$ cat config.mk
export PLATFORM = sky130hd
export DESIGN_NAME = spi_master_byte_shifter_core
export DESIGN_NICKNAME = d
export VERILOG_FILES = /design/src/hdl/smbs_pkg.sv /design/src/hdl/smbs_seq.sv /design/src/hdl/smbs_out_reg.sv /design/src/hdl/spi_master_byte_shifter_core.sv
export SDC_FILE = /design/constraint.sdc
export NUM_CORES = 1
export LEC_CHECK = 0
export BUFFER_PORTS_ARGS = -buffer_cell sky130_fd_sc_hd__buf_4
export CORE_MARGIN = 3
export CORE_UTILIZATION = 23
export CTS_CLUSTER_DIAMETER = 60
export DETAILED_ROUTE_END_ITERATION = 8
export PLACE_DENSITY_LB_ADDON = 0.08
export SYNTH_ARGS = -nofsm -noshare
export SYNTH_HDL_FRONTEND = slang
export SYNTH_SLANG_ARGS = --single-unit
$ cat constraint.sdc
create_clock -name clk_i -period 3.04 [get_ports clk_i]
set_input_delay 0.304 -clock clk_i [delete_from_list [all_inputs] [get_ports clk_i]]
set_output_delay 0.304 -clock clk_i [all_outputs]
set_load 0.05 [all_outputs]
$ cat src/hdl/smbs_pkg.sv
// Shared types and constants for the SPI master byte shifter.
package smbs_pkg;

  // Configuration register indexes
  localparam logic [1:0] CFG_CPOL     = 2'd0;
  localparam logic [1:0] CFG_CPHA     = 2'd1;
  localparam logic [1:0] CFG_CS_LEVEL = 2'd2;

  localparam int unsigned ByteW = 8;

  // Request kinds
  localparam logic REQ_WRITE = 1'b0;
  localparam logic REQ_READ  = 1'b1;

  typedef struct packed {
    logic cpol;
    logic cpha;
    logic cs_level;
  } cfg_t;

  typedef struct packed {
    logic             req_type;
    logic [ByteW-1:0] tx_byte;
    logic [ByteW-1:0] miso_bits;
    logic             end_after;
  } item_t;

  typedef struct packed {
    logic             clock_pin;
    logic             data_out_pin;
    logic             select_pin;
    logic [ByteW-1:0] rx_byte;
    logic             last;
  } res_t;

endpackage

$ cat src/hdl/smbs_seq.sv
// Pin-phase sequencer: holds one byte request and walks its pin states.
module smbs_seq (
  input  logic           clk_i,
  input  logic           rst_ni,
  input  smbs_pkg::cfg_t  cfg_i,
  input  logic           in_valid_i,
  output logic           in_ready_o,
  input  smbs_pkg::item_t item_i,
  input  logic           out_adv_i,
  output logic           res_valid_o,
  output smbs_pkg::res_t  res_o
);
  import smbs_pkg::*;

  // Phase codes: select setup, sixteen half bits, select release
  localparam logic [4:0] PH_OPEN      = 5'd0;
  localparam logic [4:0] PH_BIT_FIRST = 5'd1;
  localparam logic [4:0] PH_BIT_END   = 5'd16;
  localparam logic [4:0] PH_CLOSE     = 5'd17;

  logic       busy_q, busy_d;
  logic       open_q, open_d;
  logic       dol_q, dol_d;
  logic [4:0] phase_q, phase_d;
  item_t      item_q;

  logic       emit, ph_last, done, accept, in_bit, first_half, tx_bit, dat, rx_show;
  logic [4:0] ph_off;
  logic [2:0] bit_sel;

  // Decode the current phase
  always_comb begin
    emit       = busy_q && out_adv_i;
    ph_last    = (phase_q == PH_CLOSE) || ((phase_q == PH_BIT_END) && !item_q.end_after);
    done       = emit && ph_last;
    in_ready_o = !busy_q || done;
    accept     = in_valid_i && in_ready_o;
    in_bit     = (phase_q >= PH_BIT_FIRST) && (phase_q <= PH_BIT_END);
    ph_off     = phase_q - PH_BIT_FIRST;
    bit_sel    = ph_off[3:1];
    first_half = ph_off[0] == 1'b0;
    // MSB first: bit index 0 maps to tx_byte[7]
    tx_bit     = item_q.tx_byte[~bit_sel];
    dat        = (in_bit && (item_q.req_type == REQ_WRITE)) ? tx_bit : dol_q;
    rx_show    = ph_last && (item_q.req_type == REQ_READ);
  end

  // Build the pin state of this phase
  always_comb begin
    res_valid_o        = busy_q;
    res_o.data_out_pin = dat;
    res_o.last         = ph_last;
    res_o.rx_byte      = rx_show ? item_q.miso_bits : '0;
    res_o.select_pin   = (phase_q == PH_CLOSE) ? ~cfg_i.cs_level : cfg_i.cs_level;
    if (in_bit) begin
      res_o.clock_pin = first_half ? (cfg_i.cpol ^ cfg_i.cpha) : (cfg_i.cpol ^ ~cfg_i.cpha);
    end else begin
      res_o.clock_pin = cfg_i.cpol;
    end
  end

  // Next state
  always_comb begin
    open_d = open_q;
    if (emit && (phase_q == PH_OPEN)) begin
      open_d = 1'b1;
    end else if (emit && (phase_q == PH_CLOSE)) begin
      open_d = 1'b0;
    end
    dol_d = (emit && in_bit && (item_q.req_type == REQ_WRITE)) ? tx_bit : dol_q;
    busy_d = busy_q;
    phase_d = phase_q;
    if (accept) begin
      busy_d  = 1'b1;
      phase_d = open_d ? PH_BIT_FIRST : PH_OPEN;
    end else if (done) begin
      busy_d = 1'b0;
    end else if (emit) begin
      phase_d = phase_q + 5'd1;
    end
  end

  // Hold control state
  always_ff @(posedge clk_i or negedge rst_ni) begin
    if (!rst_ni) begin
      busy_q  <= 1'b0;
      open_q  <= 1'b0;
      dol_q   <= 1'b0;
      phase_q <= PH_OPEN;
    end else begin
      busy_q  <= busy_d;
      open_q  <= open_d;
      dol_q   <= dol_d;
      phase_q <= phase_d;
    end
  end

  // Capture the request
  always_ff @(posedge clk_i) begin
    if (accept) begin
      item_q <= item_i;
    end
  end

  a_phase_range : assert property (@(posedge clk_i) disable iff (!rst_ni)
    busy_q |-> (phase_q <= PH_CLOSE))
    else $error("phase beyond close");
  a_no_close_without_end : assert property (@(posedge clk_i) disable iff (!rst_ni)
    (busy_q && !item_q.end_after) |-> (phase_q != PH_CLOSE))
    else $error("close phase without end flag");
  a_close_releases : assert property (@(posedge clk_i) disable iff (!rst_ni)
    (emit && (phase_q == PH_CLOSE)) |=> !open_q)
    else $error("transaction still open after close");
  a_open_sets : assert property (@(posedge clk_i) disable iff (!rst_ni)
    (emit && (phase_q == PH_OPEN)) |=> open_q)
    else $error("transaction not open after select setup");
  a_open_only_when_closed : assert property (@(posedge clk_i) disable iff (!rst_ni)
    (busy_q && (phase_q == PH_OPEN)) |-> !open_q)
    else $error("select setup while transaction open");

endmodule

$ cat src/hdl/smbs_out_reg.sv
// Output register for pin-state results with valid/ready handshake.
module smbs_out_reg (
  input  logic          clk_i,
  input  logic          rst_ni,
  input  logic          res_valid_i,
  input  smbs_pkg::res_t res_i,
  output logic          out_adv_o,
  output logic          out_valid_o,
  input  logic          out_ready_i,
  output smbs_pkg::res_t res_o
);
  import smbs_pkg::*;

  logic out_valid_q;
  res_t res_q;

  // Advance when empty or when the held result is taken
  assign out_adv_o   = !out_valid_q || out_ready_i;
  assign out_valid_o = out_valid_q;
  assign res_o       = res_q;

  always_ff @(posedge clk_i or negedge rst_ni) begin
    if (!rst_ni) begin
      out_valid_q <= 1'b0;
    end else if (out_adv_o) begin
      out_valid_q <= res_valid_i;
    end
  end

  always_ff @(posedge clk_i) begin
    if (out_adv_o && res_valid_i) begin
      res_q <= res_i;
    end
  end

endmodule

$ cat src/hdl/spi_master_byte_shifter_core.sv
// Top level of the SPI master byte shifter (modes 0 to 3, MSB first).
//
//  channel  | direction | handshake                | payload
//  ---------+-----------+--------------------------+-----------------------------------------
//  input    | in        | in_valid_i / in_ready_o  | req_type, tx_byte, miso_bits, end_after
//  output   | out       | out_valid_o / out_ready_i| clock_pin, data_out_pin, select_pin,
//           |           |                          | rx_byte, last
//  config   | in        | cfg_we_i (no wait)       | cfg_idx_i, cfg_data_i
//
// One byte request yields 16 to 18 pin states, one per cycle from the phase
// sequencer while the output is not stalled; the next request is taken in the
// cycle its predecessor's last pin state enters the output register.
// Reset clears configuration, the open transaction flag and the held data level.
// A stalled output holds the sequencer; no pin state is dropped or repeated.
module spi_master_byte_shifter_core (
  input  logic                        clk_i,
  input  logic                        rst_ni,
  input  logic                        cfg_we_i,
  input  logic [1:0]                  cfg_idx_i,
  input  logic                        cfg_data_i,
  input  logic                        in_valid_i,
  output logic                        in_ready_o,
  input  logic                        req_type_i,
  input  logic [smbs_pkg::ByteW-1:0]  tx_byte_i,
  input  logic [smbs_pkg::ByteW-1:0]  miso_bits_i,
  input  logic                        end_after_i,
  output logic                        out_valid_o,
  input  logic                        out_ready_i,
  output logic                        clock_pin_o,
  output logic                        data_out_pin_o,
  output logic                        select_pin_o,
  output logic [smbs_pkg::ByteW-1:0]  rx_byte_o,
  output logic                        last_o
);
  import smbs_pkg::*;

  cfg_t  cfg_q;
  item_t item;
  res_t  seq_res, out_res;
  logic  seq_valid, out_adv;

  // Write configuration registers
  always_ff @(posedge clk_i or negedge rst_ni) begin
    if (!rst_ni) begin
      cfg_q <= '0;
    end else if (cfg_we_i) begin
      case (cfg_idx_i)
        CFG_CPOL:     cfg_q.cpol     <= cfg_data_i;
        CFG_CPHA:     cfg_q.cpha     <= cfg_data_i;
        CFG_CS_LEVEL: cfg_q.cs_level <= cfg_data_i;
        default:      cfg_q          <= cfg_q;
      endcase
    end
  end

  // Pack the request
  always_comb begin
    item.req_type  = req_type_i;
    item.tx_byte   = tx_byte_i;
    item.miso_bits = miso_bits_i;
    item.end_after = end_after_i;
  end

  smbs_seq u_seq (
    .clk_i       (clk_i),
    .rst_ni      (rst_ni),
    .cfg_i       (cfg_q),
    .in_valid_i  (in_valid_i),
    .in_ready_o  (in_ready_o),
    .item_i      (item),
    .out_adv_i   (out_adv),
    .res_valid_o (seq_valid),
    .res_o       (seq_res)
  );

  smbs_out_reg u_out (
    .clk_i       (clk_i),
    .rst_ni      (rst_ni),
    .res_valid_i (seq_valid),
    .res_i       (seq_res),
    .out_adv_o   (out_adv),
    .out_valid_o (out_valid_o),
    .out_ready_i (out_ready_i),
    .res_o       (out_res)
  );

  // Unpack the result
  assign clock_pin_o    = out_res.clock_pin;
  assign data_out_pin_o = out_res.data_out_pin;
  assign select_pin_o   = out_res.select_pin;
  assign rx_byte_o      = out_res.rx_byte;
  assign last_o         = out_res.last;

endmodule

# Yosys cells after proc, flatten, opt, wreduce, memory -nomap -nowiden
# Cells that the tools add are included.
dict set report totals {
  in_bits 26
  reg_bits 42
  out_inout_bits 14
  wordCells 72
}
dict set report classes {
  n_reduce_logical 25
  n_addsub 2
  bitwise 6
  n_eq_ne 5
  n_mux 14
  order_cmp 3
}
# op count
set ops {}
lappend ops {{two-way mux 5 bit} 3}
lappend ops {{logical AND 1 bit} 11}
lappend ops {{equality test 5 bit, second input constant} 2}
lappend ops {{two-way mux 1 bit} 10}
lappend ops {{AND reduction 2 bit} 4}
lappend ops {{adder 5 x 1 -> 5 bit, second input constant} 1}
lappend ops {{>= comparator 5 x 1 -> 1 bit, second input constant} 1}
lappend ops {{<= comparator 5 bit, second input constant} 1}
lappend ops {{zero test 5 bit} 1}
lappend ops {{less-than comparator 3 x 4 -> 1 bit, second input constant} 1}
lappend ops {{nonzero test 2 bit} 2}
lappend ops {{subtractor 4 x 1 -> 4 bit, second input constant} 1}
lappend ops {{binary-select mux 1 bit (select 3 bit)} 1}
lappend ops {{zero test 1 bit} 3}
lappend ops {{logical OR 1 bit} 3}
lappend ops {{NOT 1 bit} 3}
lappend ops {{NOT 3 bit} 1}
lappend ops {{equality test 2 x 1 -> 1 bit, second input constant} 1}
lappend ops {{equality test 2 bit, second input constant} 1}
lappend ops {{zero test 2 bit} 1}
lappend ops {{!= test 2 bit, second input constant} 1}
lappend ops {{XOR 1 bit} 2}

# Logic depth before layout (Yosys ltp)
dict set report logic_depth {
  ltp_word 8
  depth_mapped 7
  ltp_nobuf 7
}

# Modules after synthesis
# Synthesis repeated with hierarchy kept, for this count alone.
dict set report hier_totals {
  hier_cells 127
  area_unflattened_um2 1888.1
}
# module instances seq_area_each_um2 cells_per_inst area_each_um2
set modules_own_cells {}
lappend modules_own_cells {smbs_seq 1 740.7 102 1337.5}
lappend modules_own_cells {smbs_out_reg 1 385.4 16 414.1}
lappend modules_own_cells {spi_master_byte_shifter_core 1 75.1 9 136.4}

# Least setup slack after synthesis
# Ideal clock, no wire load.
dict set report synth_timing {
  kind {flip-flop to flip-flop}
  start {register u_seq.phase_q[0]}
  end {register u_seq.item_q[0] in the netlist's numbering (enable)}
  setup_time_ns 0.379
  period_less_slack_ns 2.885
  arrival_time_ns 2.507
  required_ns 2.661
  stages_incl_launch_ff 7
  path_buffers 0
  setup_slack_ns 0.155
  path_cell_list {dfrtp_1 > inv_1 > ha_1 > nor2b_1 > o211ai_1 > o21ai_1 > and2_1}
}
dict set report synth_via {
  elab_chain_cells 6
  elab_cells_between_ends 7
  cone_classes {eq/ne: 2; reduce/logical: 5}
}
# item line
set synth_rtl {}
lappend synth_rtl {{start: declaration} smbs_seq.sv:24} ;# logic [4:0] phase_q, phase_d;
lappend synth_rtl {{start signal: assignment} smbs_seq.sv:94} ;# phase_q <= phase_d;
lappend synth_rtl {{equality test 5 bit} smbs_seq.sv:34} ;# ph_last = (phase_q == PH_CLOSE) || ((phase_q == PH_BIT_END) && !item_q.end_after);
lappend synth_rtl {{logical AND 1 bit} smbs_seq.sv:34}
lappend synth_rtl {{logical OR 1 bit *} smbs_seq.sv:34}
lappend synth_rtl {{logical AND 1 bit *} smbs_seq.sv:35} ;# done = emit && ph_last;
lappend synth_rtl {{logical OR 1 bit *} smbs_seq.sv:36} ;# in_ready_o = !busy_q || done;
lappend synth_rtl {{net in_ready_o} spi_master_byte_shifter_core.sv:22} ;# output logic in_ready_o,
lappend synth_rtl {{logical AND 1 bit *} smbs_seq.sv:37} ;# accept = in_valid_i && in_ready_o;
lappend synth_rtl {{net u_seq.accept} smbs_seq.sv:27} ;# logic emit, ph_last, done, accept, in_bit, first_half, tx_bit, dat, rx_show;
lappend synth_rtl {{end signal: assignment} smbs_seq.sv:101} ;# item_q <= item_i;
lappend synth_rtl {{end: declaration} smbs_seq.sv:25} ;# item_t item_q;
# The timed path passes the listed nets; every way through them passes the cells marked *.
# A chain may end at the register's enable or synchronous reset.

# Worst setup path after layout
dict set report layout_timing {
  start {register u_seq.phase_q[0]}
  end {output port in_ready_o}
}
dict set report layout_via {
  elab_chain_cells 5
  elab_cells_between_ends 6
  cone_classes {eq/ne: 2; reduce/logical: 4}
}
# item line
set layout_rtl {}
lappend layout_rtl {{equality test 5 bit} smbs_seq.sv:34}
lappend layout_rtl {{logical AND 1 bit} smbs_seq.sv:34}
lappend layout_rtl {{logical OR 1 bit *} smbs_seq.sv:34}
lappend layout_rtl {{logical AND 1 bit *} smbs_seq.sv:35}
lappend layout_rtl {{logical OR 1 bit *} smbs_seq.sv:36}
lappend layout_rtl {{end: declaration} spi_master_byte_shifter_core.sv:22}
# Mark *: on every way between the ends. The rest lies on a longest branch, timed or not.

==> results.txt <==
status -> finished, final reports clean
Pre-antenna DRT Iters -> 4
max-cap viol count -> 0
first-pass GRT wire length -> 5.70 mm
Synth area leader -> edfxtp_1
HP Class -> input port to flip-flop
Seq/Total Area, Yosys -> 66.1%
cells on worst reg2reg path -> 5
DR iter-0 viols -> 94
drt total wl -> 3.54 mm
H-Tree Depth -> 2
sequential share of power -> 43.0%
CP Cell Sequence -> inv_1, ha_1, nor2b_1, o211ai_1, o21ai_1, buf_4
crit path kind -> flip-flop to output port
number of synthesized flops with an enable pin -> 30
clock-pin transition on the worst setup and hold timing paths -> 0.08 ns
vias in the first global route -> 1185
final setup margin -> 0.656 ns
share of layout cells above drive strength 1 -> 34.3%
pwr dens -> 827 mW/mm^2
Inst Count DP -> 259
Max VDD drop -> 0.000324 V
Yosys Warn Count -> 0
family with the most delay on the worst path -> compound AO/OA/AOI/OAI gates
worst hold path startpoint -> tx_byte_i[0]
WHS Path Cells -> 1
Die Y -> 94.9 um
worst hold slack -> 0.185 ns
CP Capture Type -> output port
skew final -> 0.00490 ns
Post-CTS Resized -> 0
RSZ-0062 raised after global routing -> false
Residual DRC -> 0
Tmin final -> 2.38 ns
#FFs+latches synth -> 42
Clock Power Share -> 22.4%
critical path buffer and inverter count -> 2
switching share of power -> 34.1%
CP Data Required Time -> 2.74 ns
Filler cells -> 764
Worst slew margin -> 69.7%
diode count -> 0
Worst EP arrival -> 2.08 ns
Net Count, Synth -> 153
clock buffer depth -> 2
Startpoint Class -> flip-flop
# setup viols final -> 0
Final period util -> 78.4%
Setup Buffers After CTS -> 0
total grt overflow -> 0
Internal Power -> 1.27 mW
vias per inst -> 4.22
largest net degree at the start of global routing -> 22
Wirelength per Cell -> 13.2 um
slowest CP cell -> dfrtp_1
Site Rows -> 31
Tightest Pin Transition -> 0.452 ns
Worst path max stage delay -> 0.49 ns
Top FF cell, synth -> edfxtp_1
asr flop ratio synth -> 28.6%
GPL Wtd Cong -> 0.906
DP Worst Slack -> 0.675 ns
final number of hold-violating endpoints -> 0
area grow syn2layout -> 28.3%
Worst Hold Path EP -> u_seq.item_q[9]
worst r2r src -> u_seq.phase_q[0]
worst skew pair latency -> 0.29 ns
clock sink count -> 42
Synth area leaders -> edfxtp_1 50%, dfrtp_1 17%, and3_1 3.1%
reg2reg setup slack -> 0.67 ns
port bufs -> 39
Chip Width -> 94.9 um
count of cell types in the netlist -> 39
Lkg Pwr -> 0.951 nW
Switch Pwr -> 0.658 mW
Post-Route Setup TNS -> 0 ns
CTS Buf Count -> 5
Multi-input gate area -> 567 um^2
hold_buf cts -> 1
sequential cell area -> 0.00120 mm^2
dpl hpwl -> 2.57 mm
Mapped Cells -> 123
GRT Overall Usage -> 8.48%
die area -> 0.00900 mm^2
Final Max Slew Viols -> 0
post-synth top area share -> 49.6%
Via Count -> 1132
CTS tree -> done
Synth Cell Area -> 0.00182 mm^2
Max Clk Rate -> 419 MHz
power share of the combinational group -> 34.5%
Starting Density -> 24.4%
Syn Area/Cell -> 14.8 um^2
Post-DRT Antenna Nets -> 0
initial antenna violation count -> 0
Total Nets Final -> 198
# IOs -> 40
Worst Path Max Fanout -> 8
CTS root buf -> clkbuf_8
Non-Filler Instances -> 268
Core Box Area -> 0.00745 mm^2
FF-to-FF End -> u_out.res_o[10]
worst reg2reg max path: cells and delay by family, from the launching register on:
| kind | cells | cell delay, ns |
|---|---|---|
| adders and majority gates | 1 | 0.39 |
| buffers and inverters | 1 | 0.14 |
| DFF | 1 | 0.49 |
| muxes | 3 | 1.12 |
cell type report:
cell class / count / share of cell area [%]
repair buffers: 41 / 13.3
clock inverters: 2 / 1.61
multi-input cells: 73 / 24.3
clock buffers: 6 / 3.11
inverters: 5 / 0.805
well taps: 99 / 5.31
flip-flops and latches: 42 / 51.5
cells in the final DEF, fill, tap and decap left out, types with 2 or more instances in the layout:
| cell | Yosys | final |
|---|---|---|
| ha_1 | 4 | 4 |
| and3_1 | 9 | 9 |
| nand3_1 | 3 | 3 |
| buf_4 | 1 | 40 |
| edfxtp_1 | 30 | 30 |
| nor2_1 | 4 | 4 |
| nand2_1 | 5 | 5 |
| xor2_1 | 5 | 5 |
| mux2_2 | 5 | 5 |
| a21oi_1 | 4 | 4 |
| nand3b_1 | 2 | 2 |
| nor2b_1 | 2 | 2 |
| o21ai_0 | 3 | 3 |
| inv_1 | 5 | 5 |
| or3_1 | 2 | 2 |
| clkbuf_8 | 0 | 5 |
| a211oi_1 | 3 | 3 |
| dfrtp_1 | 12 | 12 |
| nand2b_1 | 2 | 2 |
through the flow:
stage / power (mW) / util (%) / cell area, um^2
after floorplan: 1.35 / - / 1820
after global placement: 1.50 / 29.7 / 2210
after detailed placement: 1.51 / 29.7 / 2210
after CTS: 1.96 / 31.3 / 2330
after global routing: 2.05 / 31.3 / 2330
final: 1.93 / 31.3 / 2330
cells in the mapped netlist, types with 2 or more instances:
| cell type | instances |
|---|---|
| mux2_2 | 5 |
| inv_1 | 5 |
| o21ai_0 | 3 |
| dfrtp_1 | 12 |
| a211oi_1 | 3 |
| buf_6 | 2 |
| nor2b_1 | 2 |
| xor2_1 | 5 |
| nand2b_1 | 2 |
| nand3b_1 | 2 |
| nand3_1 | 3 |
| nor2_1 | 4 |
| and3_1 | 9 |
| ha_1 | 4 |
| a21oi_1 | 4 |
| nand2_1 | 5 |
| edfxtp_1 | 30 |
| or3_1 | 2 |
cell families after synthesis:
kind of cell	count (synthesis)	synth area share [%]
buf+inv	8	2.69
mux	8	6.61
fa+ha+maj	4	2.75
flops	42	66.1
xor+xnor	6	2.89
simple gates	37	11.9
compound gates	18	7.02
sequential cells by signal, summed over array words and instances, names as in the netlist:
name               count
u_out.res_o           12
u_seq.item_q          18
u_seq.res_valid_o      1
cfg_q                  3
u_seq.open_q           1
u_seq.dol_q            1
u_seq.phase_q          5
u_out.out_valid_o      1
worst max path at each step:
stage                          start              end  slack, ns  depth (start not counted)
floorplan           u_seq.phase_q[0]  u_seq.item_q[0]       0.15                          6
global placement    u_seq.phase_q[0]  u_out.res_o[10]       0.72                          5
detailed placement  u_seq.phase_q[0]  u_out.res_o[10]       0.67                          5
CTS                 u_seq.phase_q[0]       in_ready_o       0.62                          6
global route        u_seq.phase_q[0]       in_ready_o       0.43                          6
finish              u_seq.phase_q[0]       in_ready_o       0.66                          6
routing by layer:
metal | vias to the layer above | routed length (um) | track usage, %
li1 | 558 | - | -
met5 | - | 0 | 0
met4 | 0 | 56 | 3.49
met2 | 38 | 1790 | 13.6
met1 | 530 | 1470 | 10.2
met3 | 6 | 223 | 3.11
power by group through the flow:
stage | Clock (mW) | Combinational [mW] | Sequential, mW
2_1_floorplan | 0 | 0.429 | 0.918
3_3_place_gp | 0 | 0.661 | 0.841
3_5_place_dp | 0 | 0.672 | 0.840
4_1_cts | 0.453 | 0.677 | 0.828
5_1_grt | 0.476 | 0.731 | 0.844
6_report | 0.432 | 0.666 | 0.830
(Power assumes the default switching activity.)
